--- src/mdhp_pkg.sv ---
`timescale 1ns / 1ps
// Shared types, register codes and constants for the meter display pager.
package mdhp_pkg;

  localparam int CurW   = 16;
  localparam int VoltW  = 16;
  localparam int PowW   = 20;
  localparam int CntW   = 16;
  localparam int PageW  = 2;
  localparam int DbW    = 10;
  localparam int CstepW = 15;
  localparam int CfgIdxW  = 3;
  localparam int CfgDataW = 20;
  localparam int InDataW  = 56;
  localparam int OutDataW = 112;
  localparam int OutUserW = 2;

  localparam logic [PageW-1:0] PAGE_CURRENT = 2'd0;
  localparam logic [PageW-1:0] PAGE_VOLTAGE = 2'd1;
  localparam logic [PageW-1:0] PAGE_POWER   = 2'd2;

  typedef enum logic [CfgIdxW-1:0] {
    REG_SAMPLE_INTERVAL = 3'd0,
    REG_DEADBAND        = 3'd1,
    REG_CURRENT_STEP    = 3'd2,
    REG_VOLTAGE_STEP    = 3'd3,
    REG_POWER_STEP      = 3'd4,
    REG_DWELL_CURRENT   = 3'd5,
    REG_DWELL_VOLTAGE   = 3'd6,
    REG_DWELL_POWER     = 3'd7
  } cfg_reg_e;

  typedef struct packed {
    logic [CntW-1:0]   sample_interval_ms;
    logic [DbW-1:0]    deadband_ma;
    logic [CstepW-1:0] current_step_ma;
    logic [VoltW-1:0]  voltage_step_mv;
    logic [PowW-1:0]   power_step_mw;
    logic [CntW-1:0]   dwell_current_ms;
    logic [CntW-1:0]   dwell_voltage_ms;
    logic [CntW-1:0]   dwell_power_ms;
  } cfg_t;

  typedef struct packed {
    logic [PowW-1:0]         sensed_power_mw;
    logic [VoltW-1:0]        sensed_voltage_mv;
    logic signed [CurW-1:0]  sensed_current_ma;
  } in_item_t;

  typedef struct packed {
    logic                    redraw_pulse;
    logic                    sample_strobe;
    logic [PowW-1:0]         live_power_mw;
    logic [VoltW-1:0]        live_voltage_mv;
    logic signed [CurW-1:0]  live_current_ma;
    logic [PowW-1:0]         held_power_mw;
    logic [VoltW-1:0]        held_voltage_mv;
    logic signed [CurW-1:0]  held_current_ma;
    logic [PageW-1:0]        page_shown;
  } result_t;

  typedef struct packed {
    logic [PageW-1:0] page_index;
    logic             redraw_pending;
  } status_t;

endpackage

--- src/mdhp_cfg.sv ---
`timescale 1ns / 1ps
// Configuration register file written through the configuration channel.
module mdhp_cfg (
  input  logic                          clk,
  input  logic                          rst,
  input  logic                          cfg_write,
  input  logic [mdhp_pkg::CfgIdxW-1:0]  cfg_index,
  input  logic [mdhp_pkg::CfgDataW-1:0] cfg_data,
  output mdhp_pkg::cfg_t                cfg
);
  import mdhp_pkg::*;

  always_ff @(posedge clk) begin
    if (rst) begin
      cfg.sample_interval_ms <= 16'd250;
      cfg.deadband_ma        <= 10'd2;
      cfg.current_step_ma    <= 15'd10;
      cfg.voltage_step_mv    <= 16'd10;
      cfg.power_step_mw      <= 20'd100;
      cfg.dwell_current_ms   <= 16'd6000;
      cfg.dwell_voltage_ms   <= 16'd2000;
      cfg.dwell_power_ms     <= 16'd2000;
    end else if (cfg_write) begin
      unique case (cfg_reg_e'(cfg_index))
        REG_SAMPLE_INTERVAL: cfg.sample_interval_ms <= cfg_data[CntW-1:0];
        REG_DEADBAND:        cfg.deadband_ma        <= cfg_data[DbW-1:0];
        REG_CURRENT_STEP:    cfg.current_step_ma    <= cfg_data[CstepW-1:0];
        REG_VOLTAGE_STEP:    cfg.voltage_step_mv    <= cfg_data[VoltW-1:0];
        REG_POWER_STEP:      cfg.power_step_mw      <= cfg_data[PowW-1:0];
        REG_DWELL_CURRENT:   cfg.dwell_current_ms   <= cfg_data[CntW-1:0];
        REG_DWELL_VOLTAGE:   cfg.dwell_voltage_ms   <= cfg_data[CntW-1:0];
        REG_DWELL_POWER:     cfg.dwell_power_ms     <= cfg_data[CntW-1:0];
      endcase
    end
  end

endmodule

--- src/mdhp_core.sv ---
`timescale 1ns / 1ps
// Sample latch, deadband, hysteresis hold and page rotation for one tick.
module mdhp_core (
  input  logic               clk,
  input  logic               rst,
  input  logic               advance,
  input  mdhp_pkg::in_item_t item,
  input  mdhp_pkg::cfg_t     cfg,
  output mdhp_pkg::result_t  res,
  output mdhp_pkg::status_t  status
);
  import mdhp_pkg::*;

  logic [CntW-1:0]        sample_elapsed, sample_elapsed_next;
  logic [CntW-1:0]        page_elapsed, page_elapsed_next;
  logic [PageW-1:0]       page_index, page_index_next;
  logic signed [CurW-1:0] live_current, live_current_next;
  logic [VoltW-1:0]       live_voltage, live_voltage_next;
  logic [PowW-1:0]        live_power, live_power_next;
  logic signed [CurW-1:0] held_current, held_current_next;
  logic [VoltW-1:0]       held_voltage, held_voltage_next;
  logic [PowW-1:0]        held_power, held_power_next;
  logic                   redraw_pending;

  logic [CntW-1:0]        sample_inc, page_inc, dwell;
  logic                   sample_hit, page_hit;
  logic signed [CurW:0]   cur_ext;
  logic [CurW:0]          cur_mag;
  logic                   in_dead;
  logic signed [CurW:0]   cur_diff;
  logic [CurW:0]          cur_dist;
  logic signed [VoltW:0]  volt_diff;
  logic [VoltW:0]         volt_dist;
  logic signed [PowW:0]   pow_diff;
  logic [PowW:0]          pow_dist;
  logic                   upd_cur, upd_volt, upd_pow;

  always_comb begin
    sample_inc = (sample_elapsed == {CntW{1'b1}}) ? sample_elapsed : sample_elapsed + 16'd1;
    page_inc   = (page_elapsed == {CntW{1'b1}}) ? page_elapsed : page_elapsed + 16'd1;
    sample_hit = sample_inc >= cfg.sample_interval_ms;

    cur_ext = {item.sensed_current_ma[CurW-1], item.sensed_current_ma};
    cur_mag = cur_ext[CurW] ? (CurW+1)'(-cur_ext) : (CurW+1)'(cur_ext);
    in_dead = cur_mag < {{(CurW+1-DbW){1'b0}}, cfg.deadband_ma};

    if (sample_hit) begin
      live_current_next = in_dead ? '0 : item.sensed_current_ma;
      live_voltage_next = item.sensed_voltage_mv;
      live_power_next   = in_dead ? '0 : item.sensed_power_mw;
    end else begin
      live_current_next = live_current;
      live_voltage_next = live_voltage;
      live_power_next   = live_power;
    end

    cur_diff  = {live_current_next[CurW-1], live_current_next}
              - {held_current[CurW-1], held_current};
    cur_dist  = cur_diff[CurW] ? (CurW+1)'(-cur_diff) : (CurW+1)'(cur_diff);
    volt_diff = $signed({1'b0, live_voltage_next}) - $signed({1'b0, held_voltage});
    volt_dist = volt_diff[VoltW] ? (VoltW+1)'(-volt_diff) : (VoltW+1)'(volt_diff);
    pow_diff  = $signed({1'b0, live_power_next}) - $signed({1'b0, held_power});
    pow_dist  = pow_diff[PowW] ? (PowW+1)'(-pow_diff) : (PowW+1)'(pow_diff);

    upd_cur  = sample_hit && (cur_dist >= {{(CurW+1-CstepW){1'b0}}, cfg.current_step_ma});
    upd_volt = sample_hit && (volt_dist >= {1'b0, cfg.voltage_step_mv});
    upd_pow  = sample_hit && (pow_dist >= {1'b0, cfg.power_step_mw});

    unique case (page_index)
      PAGE_CURRENT: dwell = cfg.dwell_current_ms;
      PAGE_VOLTAGE: dwell = cfg.dwell_voltage_ms;
      default:      dwell = cfg.dwell_power_ms;
    endcase
    page_hit = page_inc >= dwell;

    sample_elapsed_next = sample_hit ? '0 : sample_inc;
    page_elapsed_next   = page_hit ? '0 : page_inc;
    if (page_hit) begin
      page_index_next   = (page_index >= PAGE_POWER) ? PAGE_CURRENT : page_index + 2'd1;
      held_current_next = live_current_next;
      held_voltage_next = live_voltage_next;
      held_power_next   = live_power_next;
    end else begin
      page_index_next   = page_index;
      held_current_next = upd_cur ? live_current_next : held_current;
      held_voltage_next = upd_volt ? live_voltage_next : held_voltage;
      held_power_next   = upd_pow ? live_power_next : held_power;
    end

    res.page_shown      = page_index_next;
    res.held_current_ma = held_current_next;
    res.held_voltage_mv = held_voltage_next;
    res.held_power_mw   = held_power_next;
    res.live_current_ma = live_current_next;
    res.live_voltage_mv = live_voltage_next;
    res.live_power_mw   = live_power_next;
    res.sample_strobe   = sample_hit;
    res.redraw_pulse    = redraw_pending || upd_cur || upd_volt || upd_pow || page_hit;

    status.page_index     = page_index;
    status.redraw_pending = redraw_pending;
  end

  always_ff @(posedge clk) begin
    if (rst) begin
      sample_elapsed <= '0;
      page_elapsed   <= '0;
      page_index     <= PAGE_CURRENT;
      live_current   <= '0;
      live_voltage   <= '0;
      live_power     <= '0;
      held_current   <= '0;
      held_voltage   <= '0;
      held_power     <= '0;
      redraw_pending <= 1'b1;
    end else if (advance) begin
      sample_elapsed <= sample_elapsed_next;
      page_elapsed   <= page_elapsed_next;
      page_index     <= page_index_next;
      live_current   <= live_current_next;
      live_voltage   <= live_voltage_next;
      live_power     <= live_power_next;
      held_current   <= held_current_next;
      held_voltage   <= held_voltage_next;
      held_power     <= held_power_next;
      redraw_pending <= 1'b0;
    end
  end

endmodule

--- src/meter_deadband_hysteresis_pager_unit.sv ---
`timescale 1ns / 1ps
// Top level of the meter display pager: input register, tick logic, result register.
//
//   channel   direction  beat                         handshake
//   s_axis    in         one tick of sensor readings  s_axis_tvalid / s_axis_tready
//   m_axis    out        one display result per tick  m_axis_tvalid / m_axis_tready
//   cfg       in         one register write           cfg_valid / cfg_ready
//
// Every tick passes the input register, then the tick logic and the result register,
// and one beat is taken per cycle while the result register is not stalled.
// Reset loads the register defaults, clears both stages and leaves a redraw pending.
// A stalled result register holds its beat; the input side keeps taking a beat while
// the input register is empty or moving on.
module meter_deadband_hysteresis_pager_unit (
  input  logic                           clk,
  input  logic                           rst,
  // current [15:0], voltage [31:16], power [51:32], zero [55:52]
  input  logic [mdhp_pkg::InDataW-1:0]   s_axis_tdata,
  input  logic                           s_axis_tvalid,
  output logic                           s_axis_tready,
  // page [1:0], held current [17:2], held voltage [33:18], held power [53:34],
  // live current [69:54], live voltage [85:70], live power [105:86], zero [111:106]
  output logic [mdhp_pkg::OutDataW-1:0]  m_axis_tdata,
  // sample strobe [0], redraw pulse [1]
  output logic [mdhp_pkg::OutUserW-1:0]  m_axis_tuser,
  output logic                           m_axis_tvalid,
  input  logic                           m_axis_tready,
  input  logic                           cfg_valid,
  output logic                           cfg_ready,
  input  logic [mdhp_pkg::CfgIdxW-1:0]   cfg_index,
  input  logic [mdhp_pkg::CfgDataW-1:0]  cfg_data
);
  import mdhp_pkg::*;

  cfg_t     cfg;
  in_item_t in_item;
  logic     in_valid;
  logic     advance;
  result_t  core_res;
  status_t  core_status;
  result_t  out_res;

  assign cfg_ready     = 1'b1;
  assign advance       = in_valid && (!m_axis_tvalid || m_axis_tready);
  assign s_axis_tready = !in_valid || advance;

  mdhp_cfg u_cfg (
    .clk       (clk),
    .rst       (rst),
    .cfg_write (cfg_valid && cfg_ready),
    .cfg_index (cfg_index),
    .cfg_data  (cfg_data),
    .cfg       (cfg)
  );

  mdhp_core u_core (
    .clk     (clk),
    .rst     (rst),
    .advance (advance),
    .item    (in_item),
    .cfg     (cfg),
    .res     (core_res),
    .status  (core_status)
  );

  always_ff @(posedge clk) begin
    if (rst) begin
      in_valid <= 1'b0;
    end else if (s_axis_tready) begin
      in_valid <= s_axis_tvalid;
    end
    if (s_axis_tvalid && s_axis_tready) begin
      in_item <= in_item_t'(s_axis_tdata[PowW+VoltW+CurW-1:0]);
    end
  end

  always_ff @(posedge clk) begin
    if (rst) begin
      m_axis_tvalid <= 1'b0;
    end else if (advance) begin
      m_axis_tvalid <= 1'b1;
    end else if (m_axis_tready) begin
      m_axis_tvalid <= 1'b0;
    end
    if (advance) begin
      out_res <= core_res;
    end
  end

  assign m_axis_tdata = {{(OutDataW-$bits(result_t)+OutUserW){1'b0}},
                         out_res[$bits(result_t)-OutUserW-1:0]};
  assign m_axis_tuser = {out_res.redraw_pulse, out_res.sample_strobe};

  property p_page_change_redraws;
    @(posedge clk) disable iff (rst)
      advance && (core_res.page_shown != core_status.page_index) |-> core_res.redraw_pulse;
  endproperty
  a_page_change_redraws: assert property (p_page_change_redraws)
    else $error("page changed without a redraw");

  property p_state_holds_when_idle;
    @(posedge clk) disable iff (rst)
      !advance |=> $stable(core_status.page_index);
  endproperty
  a_state_holds_when_idle: assert property (p_state_holds_when_idle)
    else $error("page moved without a tick");

  property p_redraw_pending_after_reset;
    @(posedge clk) $fell(rst) |-> core_status.redraw_pending;
  endproperty
  a_redraw_pending_after_reset: assert property (p_redraw_pending_after_reset)
    else $error("no redraw pending after reset");

  property p_pending_forces_pulse;
    @(posedge clk) disable iff (rst)
      advance && core_status.redraw_pending |-> core_res.redraw_pulse;
  endproperty
  a_pending_forces_pulse: assert property (p_pending_forces_pulse)
    else $error("pending redraw was not pulsed");

endmodule
--- config.mk ---
export PLATFORM = sky130hd
export DESIGN_NAME = meter_deadband_hysteresis_pager_unit
export DESIGN_NICKNAME = d
export VERILOG_FILES = /design/src/mdhp_pkg.sv /design/src/mdhp_cfg.sv /design/src/mdhp_core.sv /design/src/meter_deadband_hysteresis_pager_unit.sv
export SDC_FILE = /design/constraint.sdc
export NUM_CORES = 1
export LEC_CHECK = 0
export ABC_AREA = 0
export BUFFER_PORTS_ARGS = -buffer_cell sky130_fd_sc_hd__buf_2
export CORE_MARGIN = 2
export CORE_UTILIZATION = 45
export CTS_CLUSTER_DIAMETER = 200
export DETAILED_ROUTE_END_ITERATION = 8
export PLACE_DENSITY = 0.7
export SLEW_MARGIN = 5
export SYNTH_ARGS = -nofsm -noshare
export SYNTH_HDL_FRONTEND = slang
export SYNTH_SLANG_ARGS = --single-unit
--- constraint.sdc ---
create_clock -name clk -period 13.3 [get_ports clk]
set_clock_uncertainty 0.2 [all_clocks]
set_input_delay 1.33 -clock clk [delete_from_list [all_inputs] [get_ports clk]]
set_output_delay 1.33 -clock clk [all_outputs]
set_load 0.05 [all_outputs]
==> metrics.csv, run 1 <==
metric;value;unit
status;complete, no violations;
num-fill-cells;4716;
initial_core_util;0.454;
grt_remaining_overflow;0;
start_kind;register;
fp-row-count;83;
setup_viol;0;
hold_class;reg -> reg;
rrSetupSlack;2.66;ns
drt_wl_total;62100;um
worstPathMaxFanout;30;
syn_inst;2645;
power_density;136;nW/um2
rr_startpoint;u_core.sample_elapsed[4];
min_period;10.64;ns
post-cts-setup-buffer-count;0;
drc_errors;0;
synthArstFlopShare;0;
die_area;53300;um2
ir_drop;0.102;mV
crit_cells;37;
yosysTopAreaCellShare;0.230;
crit_type;reg -> reg;
ys_ff_latch;426;
layout-drive-gt1-share;0.122;
yosysMostFrequentCell;nand2_1;
drt_iter0_drc;1456;
cts_buffers;46;
gp_congestion;0.897;
first_pass_iters;5;
vias_per_cell;5.65;
tightest_slew;1.24;ns
crit_family;compound AO/OA/AOI/OAI gates;
track_usage;0.228;
clk_pin_slew;0.06;ns
hold_buffers;0;
r2r-end;m_axis_tdata[34];
cts-root-buf;clkbuf_16;
port_buffers;189;
area_growth;13.1;%
avgSynthCellArea;8.76;um2
grt_pass1_wl;97600;um
fmaxAchievable;94.0;MHz
critPathCapture;m_axis_tdata[34];
ant_nets;0;
core_area;51100;um2
antenna_found_initial;6;
nets;2996;
cts.sinks;426;
ys_seq_area_frac;0.437;
via_count;19657;
synth_edf_count;160;
crit_buf_inv;3;
yosys_warnings;0;
dp_cells;3391;
timing.final.hold_violations;0;
cp_slowest_cell;or4b_2;
max-slew-margin-rel;0.174;
post_drt_wl_per_cell;17.8;um
rsz0062_at_grt;no;
fin_cells;3482;
die_h;231;um
cp-startpoint;u_core.sample_elapsed[4];
slowest_delay;0.60;ns
synth_top_area_cell;dfxtp_1;
tns;0;ns
cts-resized-gates;0;
drv_slew;0;
synth_area;23200;um2
crit_arrival;10.77;ns
p_leak;10.3;nW
end_kind;register;
rr_worst_depth;37;
cp.required;13.43;ns
synth-main-ff-cell;dfxtp_1;
tritoncts;done;
die_w;231;um
yosysUniqueCellTypes;88;
grt_max_degree;164;
synth.area.top_cells;dfxtp_1 (23%), edfxtp_1 (21%), ha_1 (8.1%), nand2_1 (6.0%), a21oi_1 (5.9%);
synthTopCellsByCount;nand2_1 (369), nor2_1 (276), a21oi_1 (275);
clock_latency;0.59;ns
first_global_vias;18498;
period_share;0.800;
dpl.hpwl;42800;um
cap_violations;0;
cts_max_level;2;
io_pins;201;
clockBufferDepth;3;
[area by class of cell]
| cell class | instances | area, um2 | share of cell area |
|---|---|---|---|
| Multi-Input combinational cell | 1903 | 11900 | 0.452 |
| Clock buffer | 63 | 1320 | 0.0504 |
| Inverter | 173 | 654 | 0.0250 |
| Timing Repair Buffer | 209 | 1130 | 0.0430 |
| Antenna cell | 5 | 12.5 | 0.000477 |
| Sequential cell | 426 | 10100 | 0.386 |
| Tap cell | 680 | 851 | 0.0325 |
| Clock inverter | 23 | 264 | 0.0101 |
[kinds of logic (layout without fill, tap and decap cells)]
family          count (synthesis)  in the layout  share of synthesized area
buf+inv                       321            468                     0.0545
other cells                     2             12                   0.000324
simple gates                  922            922                      0.177
xor+xnor                      113            113                     0.0427
fa+ha+maj                     153            153                     0.0836
compound gates                671            671                      0.186
flops                         426            426                      0.437
mux                            37             37                     0.0182
[state kept, by name (all words and copies together) (netlist names), 2 cells and up]
register,flops
u_core.live_current,16
m_axis_tdata,106
u_core.live_voltage,16
u_core.page_index,2
u_core.live_power,20
u_core.held_voltage,16
u_core.held_current,16
u_core.page_elapsed,16
m_axis_tuser,2
u_cfg.cfg,125
in_item,52
u_core.held_power,20
u_core.sample_elapsed,16
[tightest hold or removal path: stages, from the launching register on]
cell     delay [ns]
dfxtp_1        0.30
nand2_1        0.05
nand2_1        0.04
[where the power goes]
group / switching [mW] / total (mW) / internal [mW]
registers: 0.0230 / 1.42 / 1.40
logic: 0.503 / 0.813 / 0.310
clock network: 0.553 / 1.33 / 0.781
total: 1.08 / 3.57 / 2.49
[metrics by stage]
stage                     cell area [um2]  power [mW]  hold WS (ns)  setup slack (ns)  utilization
after global routing                26200        3.74         0.264              2.04        0.513
after floorplan                     23200        2.07         0.215              3.93            -
after global placement              24600        2.22         0.224              3.05        0.482
final                               26200        3.57         0.234              2.66        0.513
after CTS                           26200        3.60         0.239              2.81        0.513
after detailed placement            24600        2.26         0.230              2.89        0.482
[worst min path at each step]
stage / from / to / slack [ns] / cells after the start
after CTS: u_core.redraw_pending / u_core.redraw_pending / 0.24 / 2
final: u_core.redraw_pending / u_core.redraw_pending / 0.23 / 2
after global placement: u_core.redraw_pending / u_core.redraw_pending / 0.22 / 2
after floorplan: u_core.redraw_pending / u_core.redraw_pending / 0.21 / 2
after global routing: u_core.redraw_pending / u_core.redraw_pending / 0.26 / 2
after detailed placement: u_core.redraw_pending / u_core.redraw_pending / 0.23 / 2
[per-layer routing]
metal | global-route usage | part of all wire | wire length (um)
met3 | 0.0400 | 0.066 | 4110
met5 | 0 | 0.00021 | 13
met2 | 0.379 | 0.47 | 28900
met1 | 0.297 | 0.44 | 27100
met4 | 0.0813 | 0.031 | 1910
[layout by cell type (no fill, tap or decap), types with 40 or more instances in the layout]
cell	instances
nand3_1	57
nor3_1	59
clkbuf_16	50
ha_1	150
buf_2	188
xor2_1	40
a22oi_1	40
dfxtp_1	266
a21oi_1	274
nor2_1	276
edfxtp_1	160
inv_1	171
nand2_1	369
o21ai_0	90
a211oi_1	64
xnor2_1	73
Power figures use the tool's default switching activity.
==> run 2: changes to the inputs <==
==> constraint.sdc (replaced) <==
create_clock -name clk -period 10 [get_ports clk]
set_clock_uncertainty 0.2 [all_clocks]
set_input_delay 1 -clock clk [delete_from_list [all_inputs] [get_ports clk]]
set_output_delay 1 -clock clk [all_outputs]
set_load 0.05 [all_outputs]
==> run 2 against run 1 <==
Fmax rose by 13%. Die area did not move. Largest cell class unchanged. Largest power group unchanged. Sequential share of layout area fell by 0.087 points. Cell area rose by 0.22%.
==> metrics.csv, run 2 (synthesis results as in run 1) <==
metric;value;unit
status;complete, no violations;
vias_per_cell;5.61;
cts-root-buf;clkbuf_16;
largest_reg_flops;125;
ir_drop;0.153;mV
die_h;231;um
top_register;u_cfg.cfg;
drt_iter0_drc;1289;
grt_max_degree;76;
power_density;176;nW/um2
timing.final.hold_violations;0;
clock_latency;0.58;ns
cpMostUsedCell;a21o_1;
finalPower;4.62;mW
cts_max_level;2;
hold_class;reg -> reg;
tns;0;ns
layout-drive-gt1-share;0.129;
rsz0062_at_grt;no;
post_drt_wl_per_cell;17.8;um
first_global_vias;18502;
antenna_found_initial;6;
core_area;51100;um2
start_kind;register;
cap_violations;0;
drv_slew;0;
grt_remaining_overflow;0;
cts.sinks;426;
worstPathMaxFanout;53;
ant_nets;0;
cts_buffers;45;
cp_slowest_cell;o221ai_1;
layout_commonest_cell;nand2_1;
dpl.hpwl;42700;um
nets;3015;
end_kind;register;
min-delay-start;u_core.redraw_pending;
p_leak;10.3;nW
tritoncts;done;
tightest_slew;1.27;ns
layout_common_cells;nand2_1 (369), nor2_1 (276), a21oi_1 (274);
drc_errors;0;
rr_startpoint;u_core.sample_elapsed[5];
clockBufferDepth;3;
grt_pass1_wl;96700;um
gp_congestion;0.859;
fp-row-count;83;
max-slew-margin-rel;0.151;
io_pins;201;
fmaxAchievable;106;MHz
via_count;19626;
setup_viol;0;
cp-startpoint;u_core.sample_elapsed[5];
track_usage;0.225;
drt_wl_total;62300;um
initial_core_util;0.454;
crit_arrival;9.56;ns
period_share;0.942;
min_period;9.42;ns
port_buffers;189;
slowest_delay;0.49;ns
cp.required;10.14;ns
area_growth;13.3;%
die_w;231;um
first_pass_iters;7;
crit_type;reg -> reg;
clk_pin_slew;0.06;ns
die_area;53300;um2
## run 2: cell count changes in the layout (fill, tap and decap cells not counted), sizes merged
cell / change
diode: -1
clkbuf: -2
inv: -1
buf: +20
clkinv: +2
clkinvlp: -2
bufinv: -1
## run 2: layout make-up
class | instances | area, um2
Timing Repair Buffer | 229 | 1290
Antenna cell | 4 | 10.0
Clock buffer | 61 | 1240
Sequential cell | 426 | 10100
Inverter | 173 | 654
Tap cell | 680 | 851
Clock inverter | 21 | 196
Fill cell | 4726 | 24800
Multi-Input combinational cell | 1903 | 11900
## run 2: critical path: cells and delay by family, from the launching register on
family	cells	cell delay [ns]
buffers and inverters	5	1.06
and+or+nand+nor	13	1.75
xor gates and xnor gates	2	0.35
adders and majority gates	4	0.99
AOI/OAI and AO/OA	19	4.35
DFF	1	0.43
## run 2: worst paths after layout
kind / endpoint / slack (ns) / cells after the start
worst max-delay path: m_axis_tuser[1] / 0.58 / 43
worst min register to register: u_core.redraw_pending / 0.24 / 2
worst min-delay path: u_core.redraw_pending / 0.24 / 2
worst max register to register: m_axis_tuser[1] / 0.58 / 43
## run 2: repair_timing
item	CTS	global route
hold buffers	0	0
setup endpoints to repair	0	64
buffers inserted	0	8
gates resized for setup	0	10
## run 2: power breakdown
group | internal, mW | leakage [nW] | switching, mW
clock | 0.946 | 0.702 | 0.698
combinational | 0.416 | 5.92 | 0.668
sequential | 1.86 | 3.70 | 0.0311
## run 2: per-stage QoR
| stage | area [um2] | hold slack, ns | instances | util | setup slack [ns] |
|---|---|---|---|---|---|
| 5_1_grt | 26300 | 0.270 | 3495 | 0.514 | 0.0342 |
| 2_1_floorplan | 23200 | 0.215 | 2650 | - | 0.633 |
| 6_report | 26300 | 0.236 | 3497 | 0.514 | 0.580 |
| 3_3_place_gp | 24700 | 0.224 | 3403 | 0.483 | 0.658 |
| 4_1_cts | 26100 | 0.239 | 3485 | 0.511 | 0.508 |
| 3_5_place_dp | 24700 | 0.229 | 3403 | 0.483 | 0.580 |
## run 2: layer usage
metal | vias up | routed length (um) | global-route usage | share of wire
met1 | 9273 | 27000 | 0.292 | 0.43
met4 | 2 | 1890 | 0.0736 | 0.030
met5 | - | 13 | 0 | 0.00021
met2 | 634 | 29100 | 0.378 | 0.47
li1 | 9591 | - | - | -
met3 | 126 | 4280 | 0.0420 | 0.069
